`config.mk`:
```
export PLATFORM = sky130hd
export DESIGN_NAME = hnes_cell
export DESIGN_NICKNAME = d
export VERILOG_FILES = /design/src/sv/hnes_pkg.sv /design/src/sv/hnes_cell.sv
export SDC_FILE = /design/constraint.sdc
export NUM_CORES = 1
export LEC_CHECK = 0
export ABC_CLOCK_PERIOD_IN_PS = 26800
export BUFFER_PORTS_ARGS = -buffer_cell sky130_fd_sc_hd__buf_4
export CORE_ASPECT_RATIO = 1.75
export CORE_MARGIN = 5
export CORE_UTILIZATION = 38
export CTS_CLUSTER_SIZE = 24
export DETAILED_ROUTE_END_ITERATION = 7
export GPL_TIMING_DRIVEN = 0
export HOLD_SLACK_MARGIN = 0.1
export SETUP_SLACK_MARGIN = 0.05
export SLEW_MARGIN = 20
export SYNTH_ARGS = -nofsm -noshare
export SYNTH_HDL_FRONTEND = slang
export SYNTH_SLANG_ARGS = --single-unit
```
`constraint.sdc`:
```
create_clock -name i_clk -period 26.8 [get_ports i_clk]
set_input_delay 2.68 -clock i_clk [delete_from_list [all_inputs] [get_ports i_clk]]
set_output_delay 2.68 -clock i_clk [all_outputs]
set_load 0.03 [all_outputs]
```
`src/sv/hnes_pkg.sv`:
```
// Shared types, codes and helpers for the Hamming nearest-entry search.
// Used by the channel interfaces, the entry cell and the top level.
package hnes_pkg;

    localparam int unsigned ENTRY_W = 6;
    localparam int unsigned LANE_W  = 4;
    localparam int unsigned WORD_W  = 64;
    localparam int unsigned DIST_W  = 11;
    localparam int unsigned POP_W   = 7;

    localparam logic [DIST_W-1:0] DIST_MAX = 11'd2047;

    localparam logic [WORD_W-1:0] M1 = 64'h5555555555555555;
    localparam logic [WORD_W-1:0] M2 = 64'h3333333333333333;
    localparam logic [WORD_W-1:0] M4 = 64'h0F0F0F0F0F0F0F0F;

    typedef enum logic {
        OP_WRITE = 1'b0,
        OP_QUERY = 1'b1
    } t_op;

    // Signals fanned out from the top level to every cell.
    typedef struct packed {
        logic               wr_en;
        logic [ENTRY_W-1:0] wr_entry;
        logic [LANE_W-1:0]  wr_addr;
        logic [WORD_W-1:0]  wr_data;
        logic               rd_en;
        logic [LANE_W-1:0]  rd_addr;
        logic               acc_en;
        logic [WORD_W-1:0]  acc_word;
        logic               clr_en;
        logic [LANE_W-1:0]  clr_addr;
    } t_bcast;

    // Running minimum handed from cell to cell during the answer scan.
    typedef struct packed {
        logic               valid;
        logic               have;
        logic [ENTRY_W-1:0] best;
        logic [DIST_W-1:0]  best_dist;
    } t_tok;

    function automatic logic [POP_W-1:0] popcount64(input logic [WORD_W-1:0] v_in);
        logic [WORD_W-1:0] v;
        logic [POP_W-1:0]  sum;
        v   = v_in - ((v_in >> 1) & M1);
        v   = (v & M2) + ((v >> 2) & M2);
        v   = (v + (v >> 4)) & M4;
        sum = '0;
        for (int b = 0; b < 8; b++) begin
            sum = sum + POP_W'(v[b*8 +: 4]);
        end
        return sum;
    endfunction

endpackage

```
`src/sv/hnes_cell.sv`:
```
// One entry of the search: its lane memory, valid flag, running distance
// and one stage of the minimum scan. Depends on hnes_pkg.
module hnes_cell #(
    parameter int unsigned LANES    = 16,
    parameter int unsigned CELL_IDX = 0
) (
    input  logic             i_clk,
    input  logic             i_rst_n,
    input  hnes_pkg::t_bcast i_bcast,
    input  hnes_pkg::t_tok   i_tok,
    output hnes_pkg::t_tok   o_tok
);

    localparam int unsigned LW = (LANES > 1) ? $clog2(LANES) : 1;

    logic [hnes_pkg::WORD_W-1:0] r_mem [LANES];
    logic [hnes_pkg::WORD_W-1:0] r_rd;
    logic                        r_valid;
    logic [hnes_pkg::DIST_W-1:0] r_acc;
    logic [hnes_pkg::DIST_W-1:0] n_acc;
    hnes_pkg::t_tok              r_tok;
    hnes_pkg::t_tok              n_tok;

    logic                        wr_hit;
    logic [hnes_pkg::POP_W-1:0]  pop;
    logic [hnes_pkg::DIST_W:0]   sum;
    logic                        take;

    assign wr_hit = i_bcast.wr_en &&
                    (i_bcast.wr_entry == hnes_pkg::ENTRY_W'(CELL_IDX));

    always_ff @(posedge i_clk) begin
        if (i_bcast.clr_en) begin
            r_mem[i_bcast.clr_addr[LW-1:0]] <= '0;
        end else if (wr_hit) begin
            r_mem[i_bcast.wr_addr[LW-1:0]] <= i_bcast.wr_data;
        end
        if (i_bcast.rd_en) begin
            r_rd <= r_mem[i_bcast.rd_addr[LW-1:0]];
        end
    end

    assign pop = hnes_pkg::popcount64(i_bcast.acc_word ^ r_rd);
    assign sum = {1'b0, r_acc} + (hnes_pkg::DIST_W + 1)'(pop);

    // The scan token clears the distance as it passes, ready for the next query.
    always_comb begin
        n_acc = r_acc;
        if (i_tok.valid) begin
            n_acc = '0;
        end else if (i_bcast.acc_en) begin
            n_acc = sum[hnes_pkg::DIST_W] ? hnes_pkg::DIST_MAX
                                          : sum[hnes_pkg::DIST_W-1:0];
        end
    end

    assign take = r_valid && (!i_tok.have || (r_acc < i_tok.best_dist));

    always_comb begin
        n_tok = i_tok;
        if (take) begin
            n_tok.have      = 1'b1;
            n_tok.best      = hnes_pkg::ENTRY_W'(CELL_IDX);
            n_tok.best_dist = r_acc;
        end
    end

    always_ff @(posedge i_clk) begin
        if (!i_rst_n) begin
            r_valid <= 1'b0;
            r_acc   <= '0;
            r_tok   <= '0;
        end else begin
            if (wr_hit) begin
                r_valid <= 1'b1;
            end
            r_acc <= n_acc;
            r_tok <= n_tok;
        end
    end

    assign o_tok = r_tok;

endmodule

```
# --- Word-level counts from Yosys, hierarchy flattened ---
# Memory sizes are Yosys's and may differ from the RTL's. A register that Yosys moved wholly into a read port is not among the register bits.
# Index checks and enable logic that the tools add are counted.
word_totals:
  ff_bits: 31
  mem_bits_rw: 1024
  inputBits: 171
  out_inout_bits: 19
  word_cells: 39
  memories: 1
memory_table:
  columns: ["memory", "depth", "word_bits", "rd", "rd_ports_with_merged_regs", "write_ports", "line", "text"]
  rows:
  - ["r_mem", 16, 64, 1, 1, 1, "hnes_cell.sv:16", "logic [hnes_pkg::WORD_W-1:0] r_mem [LANES];"]
classes:
  addsub: 11
  n_lt_le_gt_ge: 1
  muxes: 10
  n_bitwise: 2
  n_reduce_logical: 8
op_table:
  columns: ["operator", "n"]
  rows:
  - ["two-way mux 64 bit", 1]
  - ["OR reduction 64 bit", 1]
  - ["subtractor 64 x 63 -> 64 bit", 1]
  - ["bitwise XOR 64 bit", 1]
  - ["adder 62 x 62 -> 63 bit", 1]
  - ["adder 60 x 59 -> 60 bit", 1]
  - ["adder 7 x 4 -> 7 bit", 4]
  - ["two-way mux 18 bit", 1]
  - ["adder 11 x 7 -> 12 bit", 1]
  - ["< comparator 11 bit", 1]
  - ["two-way mux 11 bit", 1]
  - ["adder 6 x 4 -> 7 bit", 1]
  - ["adder 5 x 4 -> 6 bit", 1]
  - ["zero test 6 bit", 1]
  - ["two-way mux 1 bit", 6]
  - ["adder 4 x 4 -> 5 bit", 1]
  - ["two-way mux 4 bit", 1]
  - ["OR reduction 2 bit", 2]
  - ["logical AND 1 bit", 2]
  - ["zero test 1 bit", 1]
  - ["logical OR 1 bit", 1]
  - ["inverter 1 bit", 1]

# --- Depth between registers and ports, before layout ---
# Gate-level depths: netlist (run 1).
logic_depth:
  word_depth: 13
  ltp_mapped: 35
  depth_no_buf: 35

# --- Worst setup path before layout (run 1) ---
# Ideal clock, no wire load.
synth_timing:
  path_type: "input to register"
  start: "input i_bcast[20] (netlist bit)"
  end: "register r_acc[0] (netlist bit)"
  setup_time_ns: 0.086
  arrival_ns: 10.210
  required_time_ns: 26.714
  path_slack_ns: 16.505
  stages: 30
  path_buffers: 1
  cell_sequence: "xor2_1 > inv_1 > ha_1 > clkbuf_1 > and3_1 > a211o_1 > o311a_1 > a211o_1 > a221oi_2 > o21a_1 > o21ai_1 > xnor2_1 > fa_1 > ha_1 > a21o_1 > a21o_1 > fa_1 > fa_1 > fa_1 > fa_1 > ha_1 > a21o_1 > a21oi_1 > o21bai_1 > a21oi_1 > nor2b_1 > nor2_1 > nor3b_1 > nor2_1 > a211oi_1"
synth_between:
  elab_chain_cells: 13
synth_lines:
  columns: ["item", "line", "text"]
  rows:
  - ["start: declaration", "hnes_cell.sv:9", "input hnes_pkg::t_bcast i_bcast,"]
  - ["bitwise XOR 64 bit (*)", "hnes_cell.sv:43", "assign pop = hnes_pkg::popcount64(i_bcast.acc_word ^ r_rd);"]
  - ["subtractor 64 x 63 -> 64 bit (*)", "hnes_pkg.sv:47", "v = v_in - ((v_in >> 1) & M1);"]
  - ["adder 62 x 62 -> 63 bit (*)", "hnes_pkg.sv:48", "v = (v & M2) + ((v >> 2) & M2);"]
  - ["adder 60 x 59 -> 60 bit (*)", "hnes_pkg.sv:49", "v = (v + (v >> 4)) & M4;"]
  - ["adder 4 x 4 -> 5 bit", "hnes_pkg.sv:52", "sum = sum + POP_W'(v[b*8 +: 4]);"]
  - ["adder 5 x 4 -> 6 bit", "hnes_pkg.sv:52", null]
  - ["adder 6 x 4 -> 7 bit", "hnes_pkg.sv:52", null]
  - ["adder 7 x 4 -> 7 bit (3 in series)", "hnes_pkg.sv:52", null]
  - ["adder 7 x 4 -> 7 bit (*)", "hnes_pkg.sv:52", null]
  - ["adder 11 x 7 -> 12 bit (*)", "hnes_cell.sv:44", "assign sum = {1'b0, r_acc} + (hnes_pkg::DIST_W + 1)'(pop);"]
  - ["two-way mux 11 bit (*)", "hnes_cell.sv:52", "n_acc = sum[hnes_pkg::DIST_W] ? hnes_pkg::DIST_MAX"]
  - ["end signal: assignment", "hnes_cell.sv:77", "r_acc <= n_acc;"]
  - ["end: declaration", "hnes_cell.sv:19", "logic [hnes_pkg::DIST_W-1:0] r_acc;"]
# Mark *: on every way between the ends. The rest lies on a longest branch, timed or not.
# A chain may end at the register's enable or synchronous reset.

# --- Final worst setup path (run 1) ---
layout_timing:
  start: "input i_bcast[16] (netlist bit)"
  end: "register r_acc[2] (netlist bit)"
# The elaborated chain is that of the path after synthesis.

==> results of run 1 <==
[worst max-delay path by stage]
stage                          to  slack [ns]          from  depth (start not counted)
finish                   r_acc[2]       15.27   i_bcast[16]                         33
global route             r_acc[2]       14.72   i_bcast[16]                         33
CTS                      r_acc[2]       15.43   i_bcast[16]                         33
detailed placement       r_acc[2]       14.70   i_bcast[16]                         33
global placement    r_mem[12][29]       14.03  i_bcast[145]                          7
floorplan                r_acc[0]       16.51   i_bcast[20]                         30
[state kept, by name (all words and copies together), names as in the netlist]
| signal | cells |
|---|---|
| r_rd | 64 |
| o_tok | 19 |
| r_mem | 1024 |
| r_acc | 11 |
| r_valid | 1 |
[cell usage in the layout, fill, tap and decap left out, types with 14 or more instances in the layout]
cell type and count:
sky130_fd_sc_hd__nand2_1 84, sky130_fd_sc_hd__fa_1 51, sky130_fd_sc_hd__dfxtp_1 31, sky130_fd_sc_hd__ha_1 140, sky130_fd_sc_hd__buf_16 35, sky130_fd_sc_hd__inv_1 140, sky130_fd_sc_hd__buf_2 14, sky130_fd_sc_hd__clkbuf_2 18
sky130_fd_sc_hd__xor2_1 59, sky130_fd_sc_hd__a31oi_1 18, sky130_fd_sc_hd__clkinv_1 21, sky130_fd_sc_hd__a21o_1 21, sky130_fd_sc_hd__o21ai_0 33, sky130_fd_sc_hd__xnor2_1 73, sky130_fd_sc_hd__clkbuf_16 101, sky130_fd_sc_hd__a21oi_1 45
sky130_fd_sc_hd__buf_12 33, sky130_fd_sc_hd__nor2_4 16, sky130_fd_sc_hd__mux4_2 320, sky130_fd_sc_hd__a211oi_1 14, sky130_fd_sc_hd__buf_4 184, sky130_fd_sc_hd__clkbuf_1 65, sky130_fd_sc_hd__and2_1 68, sky130_fd_sc_hd__nor2_1 51
sky130_fd_sc_hd__clkinv_2 17, sky130_fd_sc_hd__nor3_1 14, sky130_fd_sc_hd__edfxtp_1 1088
[worst register-to-register path: cells and delay by family, from the launching register on]
kind / cells / cell delay [ns]
fa+ha+maj: 9 / 3.53
compound gates: 14 / 3.39
simple gates: 5 / 1.61
xor+xnor: 2 / 0.55
flops: 1 / 0.37
buf+inv: 2 / 0.25
[metal layers]
metal  track usage (%)  part of all wire [%]  up-vias
li1                  -                     -    10900
met1              24.4                    40    13400
met2              32.9                    52      834
met3              2.74                   5.7      174
met4              4.09                   1.9        2
met5                 0                 0.010        -
[per-stage QoR]
step / hold slack, ns / std cells / util, % / setup slack, ns
finish: 0.523 / 4637 / 44.8 / 15.27
global route: 0.554 / 4636 / 44.8 / 14.72
CTS: 0.530 / 4635 / 44.8 / 15.43
detailed placement: 0.514 / 4458 / 42.4 / 14.70
global placement: 0.504 / 4390 / 41.0 / 14.03
floorplan: 0.459 / 2544 / - / 16.51
[area by class of cell]
| type | count | area (um^2) | share of cell area, % |
|---|---|---|---|
| multi-input cells | 1188 | 14500 | 25.5 |
| plain buffers | 88 | 370 | 0.651 |
| clock buffers | 116 | 2580 | 4.54 |
| well taps | 1662 | 2080 | 3.65 |
| flip-flops and latches | 1119 | 33300 | 58.5 |
| diodes | 2 | 5.00 | 0.00879 |
| inverters | 149 | 559 | 0.982 |
| repair buffers | 252 | 3010 | 5.28 |
| clock inverters | 61 | 512 | 0.899 |
[power groups by stage]
stage | registers (mW) | clock network (mW) | logic, mW
3_5_place_dp | 1.99 | 0 | 2.77
6_report | 1.95 | 1.40 | 2.72
3_3_place_gp | 1.99 | 0 | 2.70
5_1_grt | 1.95 | 1.50 | 3.20
4_1_cts | 1.95 | 1.43 | 2.79
2_1_floorplan | 1.99 | 0 | 2.09
[cells by family after synthesis]
group / after synthesis / share of synthesized area, %
fa+ha+maj: 191 / 5.71
buf+inv: 237 / 1.83
flops: 1119 / 68.5
mux: 331 / 15.1
simple gates: 311 / 3.28
compound gates: 221 / 3.15
xor+xnor: 134 / 2.45
==> impl_metrics.sql, run 1 <==
INSERT INTO impl_metrics (metric_group, metric, value, unit) VALUES
('floorplan', 'die_height', '483', 'um'),
('timing', 'clock-skew-final', '0.0218', 'ns'),
('status', 'run_status', 'finished, final reports clean', ''),
('floorplan', 'placeableCoreArea', '127000', 'um^2'),
('clocking', 'clk_latency', '0.69', 'ns'),
('worst_setup_path', 'worst-endpoint-arrival', '12.12', 'ns'),
('timing', 'tightestPinTransition', '1.14', 'ns'),
('timing', 'timing.final.crit_period', '11.53', 'ns'),
('timing', 'setup-tns-final', '0', 'ns'),
('route', 'drt_pass1_iterations', '7', ''),
('synth', 'netlist_top_cells_area', 'sky130_fd_sc_hd__edfxtp_1, sky130_fd_sc_hd__mux4_2, sky130_fd_sc_hd__ha_1', ''),
('timing', 'grt_setup_unrepaired', 'no', ''),
('synth', 'post-synth-top-count-cell', 'sky130_fd_sc_hd__edfxtp_1', ''),
('placed_design', 'detailed_place.area', '53800', 'um^2'),
('synth', 'synth_enable_flop_cells', '1088', ''),
('timing', 'setup_viol', '0', ''),
('worst_hold_path', 'worstHoldPathCells', '2', ''),
('power', 'combPwrFrac', '44.8', '%'),
('route', 'postRouteWirelength', '127000', 'um'),
('timing', 'timing.max_slew.rel_slack', '24.0', '%'),
('layout', 'final_net_count', '3258', ''),
('power', 'design_power_total', '6.07', 'mW'),
('worst_setup_path', 'path_delay_family', 'adder cells', ''),
('worst_setup_path', 'worst-path-buf-inv', '3', ''),
('synth', 'synth_top_cell_by_area', 'sky130_fd_sc_hd__edfxtp_1', ''),
('clocking', 'root_buffer', 'sky130_fd_sc_hd__clkbuf_16', ''),
('worst_setup_path', 'timing.critical_path.slowest_cell_delay', '0.98', 'ns'),
('worst_hold_path', 'hold_path.startpoint', 'r_acc[4]', ''),
('timing', 'maxClockFrequency', '0.0867', 'GHz'),
('placed_design', 'place.detailed.hpwl', '88200', 'um'),
('clocking', 'tritoncts', 'yes', ''),
('clocking', 'number_of_buffers_inserted_by_hold_repair_at_cts', '0', ''),
('clocking', 'cts_max_level', '3', ''),
('timing', 'final_max_slew_viol_count', '0', ''),
('layout', 'drive_above_1_share', '26.4', '%'),
('floorplan', 'floorplan.initialDensity', '38.2', '%'),
('synth', 'ys_ff_latch', '1119', ''),
('power', 'pwr-share-seq', '32.1', '%'),
('global_route', 'first_global_vias', '27200', ''),
('global_route', 'grt_overflow_total', '0', ''),
('worst_setup_path', 'r2r.worst_path.cells', '32', ''),
('power', 'p_switching', '2.11', 'mW'),
('layout', 'finish.instance_area', '56900', 'um^2'),
('worst_setup_path', 'path_max_fanout', '9', ''),
('power', 'switching_fraction_of_total_power', '34.7', '%'),
('synth', 'synth-warning-count', '0', ''),
('worst_setup_path', 'critical_path_endpoint_category', 'flip-flop', ''),
('power', 'cell_internal_pwr', '3.96', 'mW'),
('placed_design', 'io_buffer_count', '184', ''),
('timing', 'final_hold_viol_count', '0', ''),
('route', 'routedWlPerCell', '27.4', 'um'),
('synth', 'share_of_flip_flops_with_an_asynchronous_set_or_reset', '0', '%'),
('worst_setup_path', 'crit_slowest_cell', 'sky130_fd_sc_hd__o41ai_1', ''),
('worst_setup_path', 'rr_startpoint', 'r_rd[11]', ''),
('clocking', 'cts_made_buffers', '98', ''),
('synth', 'yosys-top-cells-count', 'sky130_fd_sc_hd__edfxtp_1, sky130_fd_sc_hd__mux4_2, sky130_fd_sc_hd__ha_1, sky130_fd_sc_hd__inv_1, sky130_fd_sc_hd__nand2_1', ''),
('global_route', 'globalRouteTotalUtil', '18.6', '%'),
('floorplan', 'ioPinCount', '190', ''),
('floorplan', 'floorplan.rows', '173', ''),
('floorplan', 'dieArea', '135000', 'um^2'),
('route', 'drt_first_iter_violations', '2307', ''),
('worst_hold_path', 'hold_class', 'flip-flop to flip-flop', ''),
('worst_setup_path', 'rrSetupSlack', '16.99', 'ns'),
('worst_setup_path', 'path_common_cell', 'sky130_fd_sc_hd__fa_1', ''),
('timing', 'period_utilization_post_route', '43.0', '%'),
('global_route', 'grt_pass1_wl', '185000', 'um'),
('placed_design', 'final_gp_congestion', '0.884', ''),
('clocking', 'ctsLongestPathBuffers', '3', ''),
('worst_setup_path', 'crit_path_start_kind', 'input port', ''),
('clocking', 'cts-resized-gates', '0', ''),
('worst_setup_path', 'timing.rr.end', 'r_acc[2]', '');
Note: power is estimated with default switching activity, not from simulation.
==> inputs of run 2 (changes only) <==
Settings changed: ABC_CLOCK_PERIOD_IN_PS 26800 to 9900.
Clock period 26.8 ns to 9.9 ns, I/O delays scaled along.
==> run 2 against run 1 <==
  * Sequential cell count did not move
  * Die area did not move
  * First-iteration DRC count rose by 0.95%
==> impl_metrics.sql, run 2 (synthesized netlist as in run 1, its figures left out) <==
INSERT INTO impl_metrics (metric_group, metric, value, unit) VALUES
('status', 'run_status', 'finished, final reports clean', ''),
('clocking', 'tritoncts', 'yes', ''),
('worst_setup_path', 'rr_startpoint', 'r_rd[9]', ''),
('global_route', 'globalRouteTotalUtil', '18.6', '%'),
('layout', 'areaGrowthSynthToFinish', '17.2', '%'),
('worst_hold_path', 'worstHoldEndpoint', 'o_tok[18]', ''),
('timing', 'period_utilization_post_route', '92.5', '%'),
('route', 'route.detailed.drc', '0', ''),
('worst_setup_path', 'crit_path_start_kind', 'input port', ''),
('route', 'drt_first_iter_violations', '2329', ''),
('floorplan', 'chipWidth', '280', 'um'),
('power', 'ir_drop', '1.36', 'mV'),
('route', 'via_per_inst', '5.48', ''),
('power', 'cell_internal_pwr', '10.7', 'mW'),
('floorplan', 'placeableCoreArea', '127000', 'um^2'),
('worst_setup_path', 'crit_slowest_cell', 'sky130_fd_sc_hd__o41ai_2', ''),
('worst_setup_path', 'critical_path_endpoint_category', 'flip-flop', ''),
('timing', 'maxClockFrequency', '0.109', 'GHz'),
('timing', 'timing.final.ws_setup', '0.738', 'ns'),
('global_route', 'antenna_found_initial', '4', ''),
('placed_design', 'place.detailed.hpwl', '88200', 'um'),
('placed_design', 'place_ws', '-0.514', 'ns'),
('layout', 'flip_flop_count_of_the_largest_register_after_layout', '1024', ''),
('global_route', 'grt_pass1_wl', '185000', 'um'),
('power', 'leakage_power_summed_over_all_cells', '16.6', 'nW'),
('timing', 'setup-tns-final', '0', 'ns'),
('power', 'powerDensity', '288', 'nW/um^2'),
('global_route', 'grt_start_max_net_pins', '65', ''),
('placed_design', 'io_buffer_count', '184', ''),
('route', 'postRouteWirelength', '127000', 'um'),
('timing', 'final_max_slew_viol_count', '0', ''),
('clocking', 'cts_made_buffers', '98', ''),
('clocking', 'cts_max_level', '3', ''),
('floorplan', 'ioPinCount', '190', ''),
('route', 'drt_pass1_iterations', '7', ''),
('timing', 'clock-skew-final', '0.0198', 'ns'),
('timing', 'final_hold_viol_count', '0', ''),
('power', 'combPwrFrac', '44.8', '%'),
('worst_setup_path', 'rrSetupSlack', '0.74', 'ns'),
('worst_setup_path', 'timing.rr.end', 'r_acc[2]', ''),
('global_route', 'grt_overflow_total', '0', ''),
('floorplan', 'floorplan.initialDensity', '38.2', '%'),
('layout', 'final_net_count', '3258', ''),
('worst_hold_path', 'hold_path.startpoint', 'i_tok[18]', ''),
('clocking', 'clk_latency', '0.69', 'ns'),
('clocking', 'worst_setup_hold_path_clk_slew', '0.07', 'ns'),
('worst_setup_path', 'path_common_cell', 'sky130_fd_sc_hd__fa_1', ''),
('route', 'routedWlPerCell', '27.4', 'um'),
('floorplan', 'dieArea', '135000', 'um^2'),
('timing', 'tightestPinTransition', '1.17', 'ns'),
('worst_hold_path', 'worstHoldPathCells', '2', ''),
('route', 'via_count', '25400', ''),
('power', 'p_switching', '5.70', 'mW'),
('clocking', 'number_of_buffers_inserted_by_hold_repair_at_cts', '0', ''),
('placed_design', 'final_gp_congestion', '0.884', ''),
('layout', 'drive_above_1_share', '26.5', '%'),
('power', 'clock_power_share', '23.1', '%'),
('timing', 'grt_setup_unrepaired', 'no', ''),
('worst_setup_path', 'r2r.worst_path.cells', '30', ''),
('clocking', 'root_buffer', 'sky130_fd_sc_hd__clkbuf_16', ''),
('worst_setup_path', 'timing.critical_path.slowest_cell_delay', '0.66', 'ns'),
('worst_setup_path', 'worst-endpoint-arrival', '9.75', 'ns'),
('floorplan', 'die_height', '483', 'um'),
('timing', 'setup_viol', '0', ''),
('power', 'pwr-share-seq', '32.1', '%'),
('worst_hold_path', 'hold_class', 'input port to flip-flop', ''),
('clocking', 'ctsLongestPathBuffers', '3', ''),
('route', 'remaining_antenna_violation_count_after_routing', '0', ''),
('worst_setup_path', 'path_max_fanout', '9', ''),
('floorplan', 'floorplan.rows', '173', ''),
('timing', 'timing.max_slew.rel_slack', '22.3', '%'),
('global_route', 'first_global_vias', '27200', ''),
('worst_setup_path', 'criticalPathCategory', 'input port to flip-flop', ''),
('layout', 'final_common_cell', 'sky130_fd_sc_hd__edfxtp_1', ''),
('timing', 'timing.final.crit_period', '9.16', 'ns'),
('power', 'switching_fraction_of_total_power', '34.7', '%'),
('run', 'max_cap_viol_count', '0', ''),
('clocking', 'clock_sinks', '1119', ''),
('worst_setup_path', 'critical_path_required', '10.49', 'ns'),
('layout', 'most-common-layout-cells', 'sky130_fd_sc_hd__edfxtp_1, sky130_fd_sc_hd__mux4_2, sky130_fd_sc_hd__buf_4', '');
[run 2: area by class of cell]
class | instances | area (um^2)
fill | 10700 | 70100
sequential | 1119 | 33300
multi-input combinational | 1188 | 14500
timing repair buffer | 252 | 3010
clock buffer | 116 | 2580
tap | 1662 | 2080
inverter | 149 | 559
clock inverter | 61 | 512
buffer | 88 | 370
antenna | 3 | 7.51
[run 2: worst max-delay path, delay by kind of cell]
family | cells | cell delay, ns
AOI/OAI and AO/OA | 14 | 3.04
xor gates and xnor gates | 2 | 0.51
adders and majority gates | 9 | 3.53
buffers and inverters | 3 | 0.37
and+or+nand+nor | 5 | 1.26
[run 2: worst max path at each step]
stage	startpoint	end
6_report	i_bcast[16]	r_acc[2]
5_1_grt	r_rd[9]	r_acc[2]
4_1_cts	r_rd[11]	r_acc[2]
3_5_place_dp	i_bcast[16]	r_acc[2]
3_3_place_gp	i_bcast[145]	r_mem[12][29]
2_1_floorplan	i_bcast[20]	r_acc[0]
[run 2: through the flow]
stage	total power, mW	util [%]	hold slack (ns)	cells	cell area, um^2
finish	16.4	44.8	0.512	4638	57000
global route	17.7	44.8	0.492	4636	56900
CTS	16.7	44.8	0.454	4635	56900
detailed placement	12.8	42.4	0.514	4458	53800
global placement	12.7	41.0	0.504	4390	52000
floorplan	11.0	-	0.459	2544	48600
[run 2: repair_timing]
| item | 4_1_cts | 5_1_grt |
|---|---|---|
| setup buffers | 0 | 0 |
| setup endpoints to repair | 0 | 10 |
| gates resized for setup | 0 | 3 |
[run 2: metal layers]
metal,vias to the layer above,wire [um],global-route usage (%)
met3,173,7470,2.74
met2,865,66700,32.9
li1,10900,-,-
met1,13500,50500,24.4
met5,-,13,0
met4,2,2440,4.09
[run 2: power groups by stage]
stage / Sequential, mW / Clock, mW / Combinational [mW]
floorplan: 5.38 / 0 / 5.66
global placement: 5.39 / 0 / 7.30
detailed placement: 5.38 / 0 / 7.46
CTS: 5.28 / 3.86 / 7.52
global route: 5.28 / 4.05 / 8.39
finish: 5.28 / 3.79 / 7.36
==> inputs of run 3 (changes only) <==
Settings changed: CORE_ASPECT_RATIO 1.75 to not set, REMOVE_ABC_BUFFERS set to 1.
==> run 3 against run 2 <==
  * Worst hold slack worse by 0.0078 ns
  * Routed wire length shrank 5.2%
  * Die area fell by 0.21%
  * Critical path type is now flip-flop to flip-flop
  * Highest routed layer unchanged
==> impl_metrics.sql, run 3 (synthesized netlist as in run 1, its figures left out) <==
INSERT INTO impl_metrics (metric_group, metric, value, unit) VALUES
('status', 'run_status', 'finished, final reports clean', ''),
('floorplan', 'die_height', '368', 'um'),
('timing', 'timing.final.crit_period', '9.16', 'ns'),
('power', 'pwr-share-seq', '32.0', '%'),
('floorplan', 'chipWidth', '368', 'um'),
('worst_setup_path', 'worst_setup_path_endpoint', 'r_acc[3]', ''),
('global_route', 'first_global_vias', '25900', ''),
('placed_design', 'place.detailed.hpwl', '79600', 'um'),
('power', 'switching_fraction_of_total_power', '34.0', '%'),
('clocking', 'ctsLongestPathBuffers', '3', ''),
('worst_setup_path', 'crit_slowest_cell', 'sky130_fd_sc_hd__o41ai_1', ''),
('power', 'leakage_power_summed_over_all_cells', '16.9', 'nW'),
('layout', 'areaGrowthSynthToFinish', '18.7', '%'),
('floorplan', 'floorplan.initialDensity', '38.2', '%'),
('clocking', 'clock_sinks', '1119', ''),
('layout', 'flip_flop_count_of_the_largest_register_after_layout', '1024', ''),
('route', 'via_per_inst', '5.45', ''),
('placed_design', 'dp.cells', '4395', ''),
('power', 'design_power_total', '16.5', 'mW'),
('power', 'cell_internal_pwr', '10.9', 'mW'),
('worst_hold_path', 'hold_class', 'input port to flip-flop', ''),
('power', 'powerDensity', '286', 'nW/um^2'),
('floorplan', 'dieArea', '135000', 'um^2'),
('worst_setup_path', 'critical_path_endpoint_category', 'flip-flop', ''),
('timing', 'clock-skew-final', '0.0296', 'ns'),
('route', 'postRouteWirelength', '121000', 'um'),
('clocking', 'cts_made_buffers', '111', ''),
('clocking', 'number_of_setup_buffers_added_after_cts', '0', ''),
('layout', 'most-common-layout-cells', 'sky130_fd_sc_hd__edfxtp_1, sky130_fd_sc_hd__mux4_2, sky130_fd_sc_hd__buf_4', ''),
('timing', 'grt_setup_unrepaired', 'no', ''),
('worst_hold_path', 'worstHoldPathCells', '2', ''),
('worst_setup_path', 'rrSetupSlack', '0.74', 'ns'),
('placed_design', 'io_buffer_count', '189', ''),
('clocking', 'cts_max_level', '3', ''),
('timing', 'tightestPinTransition', '1.12', 'ns'),
('worst_setup_path', 'timing.critical_path.slowest_cell_delay', '0.63', 'ns'),
('placed_design', 'final_gp_congestion', '0.865', ''),
('clocking', 'worst_setup_hold_path_clk_slew', '0.06', 'ns'),
('placed_design', 'detailed_place.area', '54100', 'um^2'),
('worst_setup_path', 'criticalPathCategory', 'flip-flop to flip-flop', ''),
('power', 'p_switching', '5.61', 'mW'),
('worst_setup_path', 'path_common_cell', 'sky130_fd_sc_hd__fa_1', ''),
('global_route', 'grt_overflow_total', '0', ''),
('clocking', 'clk_latency', '0.72', 'ns'),
('route', 'routedWlPerCell', '26.2', 'um'),
('timing', 'timing.max_slew.rel_slack', '25.0', '%'),
('timing', 'setup_viol', '0', ''),
('layout', 'finish.instance_area', '57700', 'um^2'),
('floorplan', 'ioPinCount', '190', ''),
('clocking', 'number_of_buffers_inserted_by_hold_repair_at_cts', '0', ''),
('worst_setup_path', 'rr_startpoint', 'r_rd[11]', ''),
('timing', 'maxClockFrequency', '0.109', 'GHz'),
('worst_setup_path', 'worst_setup_path_startpoint', 'r_rd[11]', ''),
('layout', 'finish.utilization', '45.3', '%'),
('layout', 'final_net_count', '3208', ''),
('global_route', 'globalRouteTotalUtil', '17.8', '%'),
('timing', 'hold_slack', '0.504', 'ns'),
('power', 'clock_power_share', '24.9', '%'),
('route', 'via_count', '25100', ''),
('global_route', 'antenna_found_initial', '5', ''),
('timing', 'final_hold_viol_count', '0', ''),
('layout', 'final_cells', '4601', ''),
('layout', 'drive_above_1_share', '27.3', '%'),
('power', 'combPwrFrac', '43.1', '%'),
('timing', 'final_max_slew_viol_count', '0', ''),
('clocking', 'tritoncts', 'yes', ''),
('worst_setup_path', 'r2r.worst_path.cells', '32', ''),
('worst_setup_path', 'worst-endpoint-arrival', '9.78', 'ns'),
('worst_setup_path', 'crit_path_start_kind', 'flip-flop', ''),
('worst_setup_path', 'path_max_fanout', '9', ''),
('route', 'route.detailed.drc', '0', ''),
('layout', 'final_common_cell', 'sky130_fd_sc_hd__edfxtp_1', ''),
('power', 'ir_drop', '1.54', 'mV'),
('global_route', 'grt_pass1_wl', '177000', 'um'),
('worst_setup_path', 'timing.rr.end', 'r_acc[3]', ''),
('floorplan', 'floorplan.rows', '131', ''),
('route', 'drt_pass1_iterations', '6', ''),
('timing', 'period_utilization_post_route', '92.6', '%'),
('clocking', 'root_buffer', 'sky130_fd_sc_hd__clkbuf_16', ''),
('worst_setup_path', 'critical_path_required', '10.51', 'ns'),
('route', 'drt_first_iter_violations', '2511', ''),
('clocking', 'cts-resized-gates', '0', ''),
('floorplan', 'placeableCoreArea', '127000', 'um^2'),
('global_route', 'grt_start_max_net_pins', '81', ''),
('run', 'max_cap_viol_count', '0', ''),
('route', 'remaining_antenna_violation_count_after_routing', '0', '');
## run 3: how the worst min path moves through the flow
stage	startpoint	end	slack (ns)
2_1_floorplan	r_acc[0]	o_tok[0]	0.46
3_3_place_gp	r_valid	o_tok[17]	0.48
3_5_place_dp	r_valid	o_tok[17]	0.49
4_1_cts	i_tok[18]	o_tok[18]	0.44
5_1_grt	i_tok[15]	o_tok[15]	0.48
6_report	i_tok[18]	o_tok[18]	0.50
## run 3: area by class of cell
cell class	instances	area, um^2
Fill cell	10600	69700
Sequential cell	1119	33300
Multi-Input combinational cell	1188	14600
Timing Repair Buffer	277	3600
Clock buffer	137	2910
Tap cell	1662	2080
Clock inverter	67	673
Inverter	149	559
Antenna cell	2	5.00
## run 3: per-stage QoR
step | setup WS (ns) | setup TNS (ns)
after global routing | 0.134 | 0
after global placement | -7.76 | -7850.66
final | 0.737 | 0
after CTS | 0.348 | 0
after detailed placement | -0.236 | -1.36
after floorplan | 1.31 | 0
## run 3: power groups by stage
stage | logic, mW | registers [mW] | clock network (mW)
floorplan | 5.61 | 5.38 | 0
global placement | 7.16 | 5.39 | 0
detailed placement | 7.19 | 5.38 | 0
CTS | 7.27 | 5.28 | 4.18
global route | 8.18 | 5.29 | 4.39
finish | 7.10 | 5.28 | 4.10
## run 3: worst max-delay path, delay by kind of cell (launching register included)
family / cells / cell delay [ns]
AO/OA/AOI/OAI: 14 / 2.99
XOR/XNOR: 2 / 0.68
flip-flops: 1 / 0.43
buffers and inverters: 2 / 0.23
adder cells (fa/ha/maj): 9 / 3.45
AND/OR/NAND/NOR: 5 / 1.25
## run 3: routing by layer
| layer | up-vias | GRT usage, % | wire (um) |
|---|---|---|---|
| li1 | 10800 | - | - |
| met2 | 882 | 29.2 | 58600 |
| met1 | 13300 | 25.0 | 52100 |
| met5 | - | 0 | 13 |
| met3 | 135 | 2.64 | 7470 |
| met4 | 2 | 4.60 | 2400 |
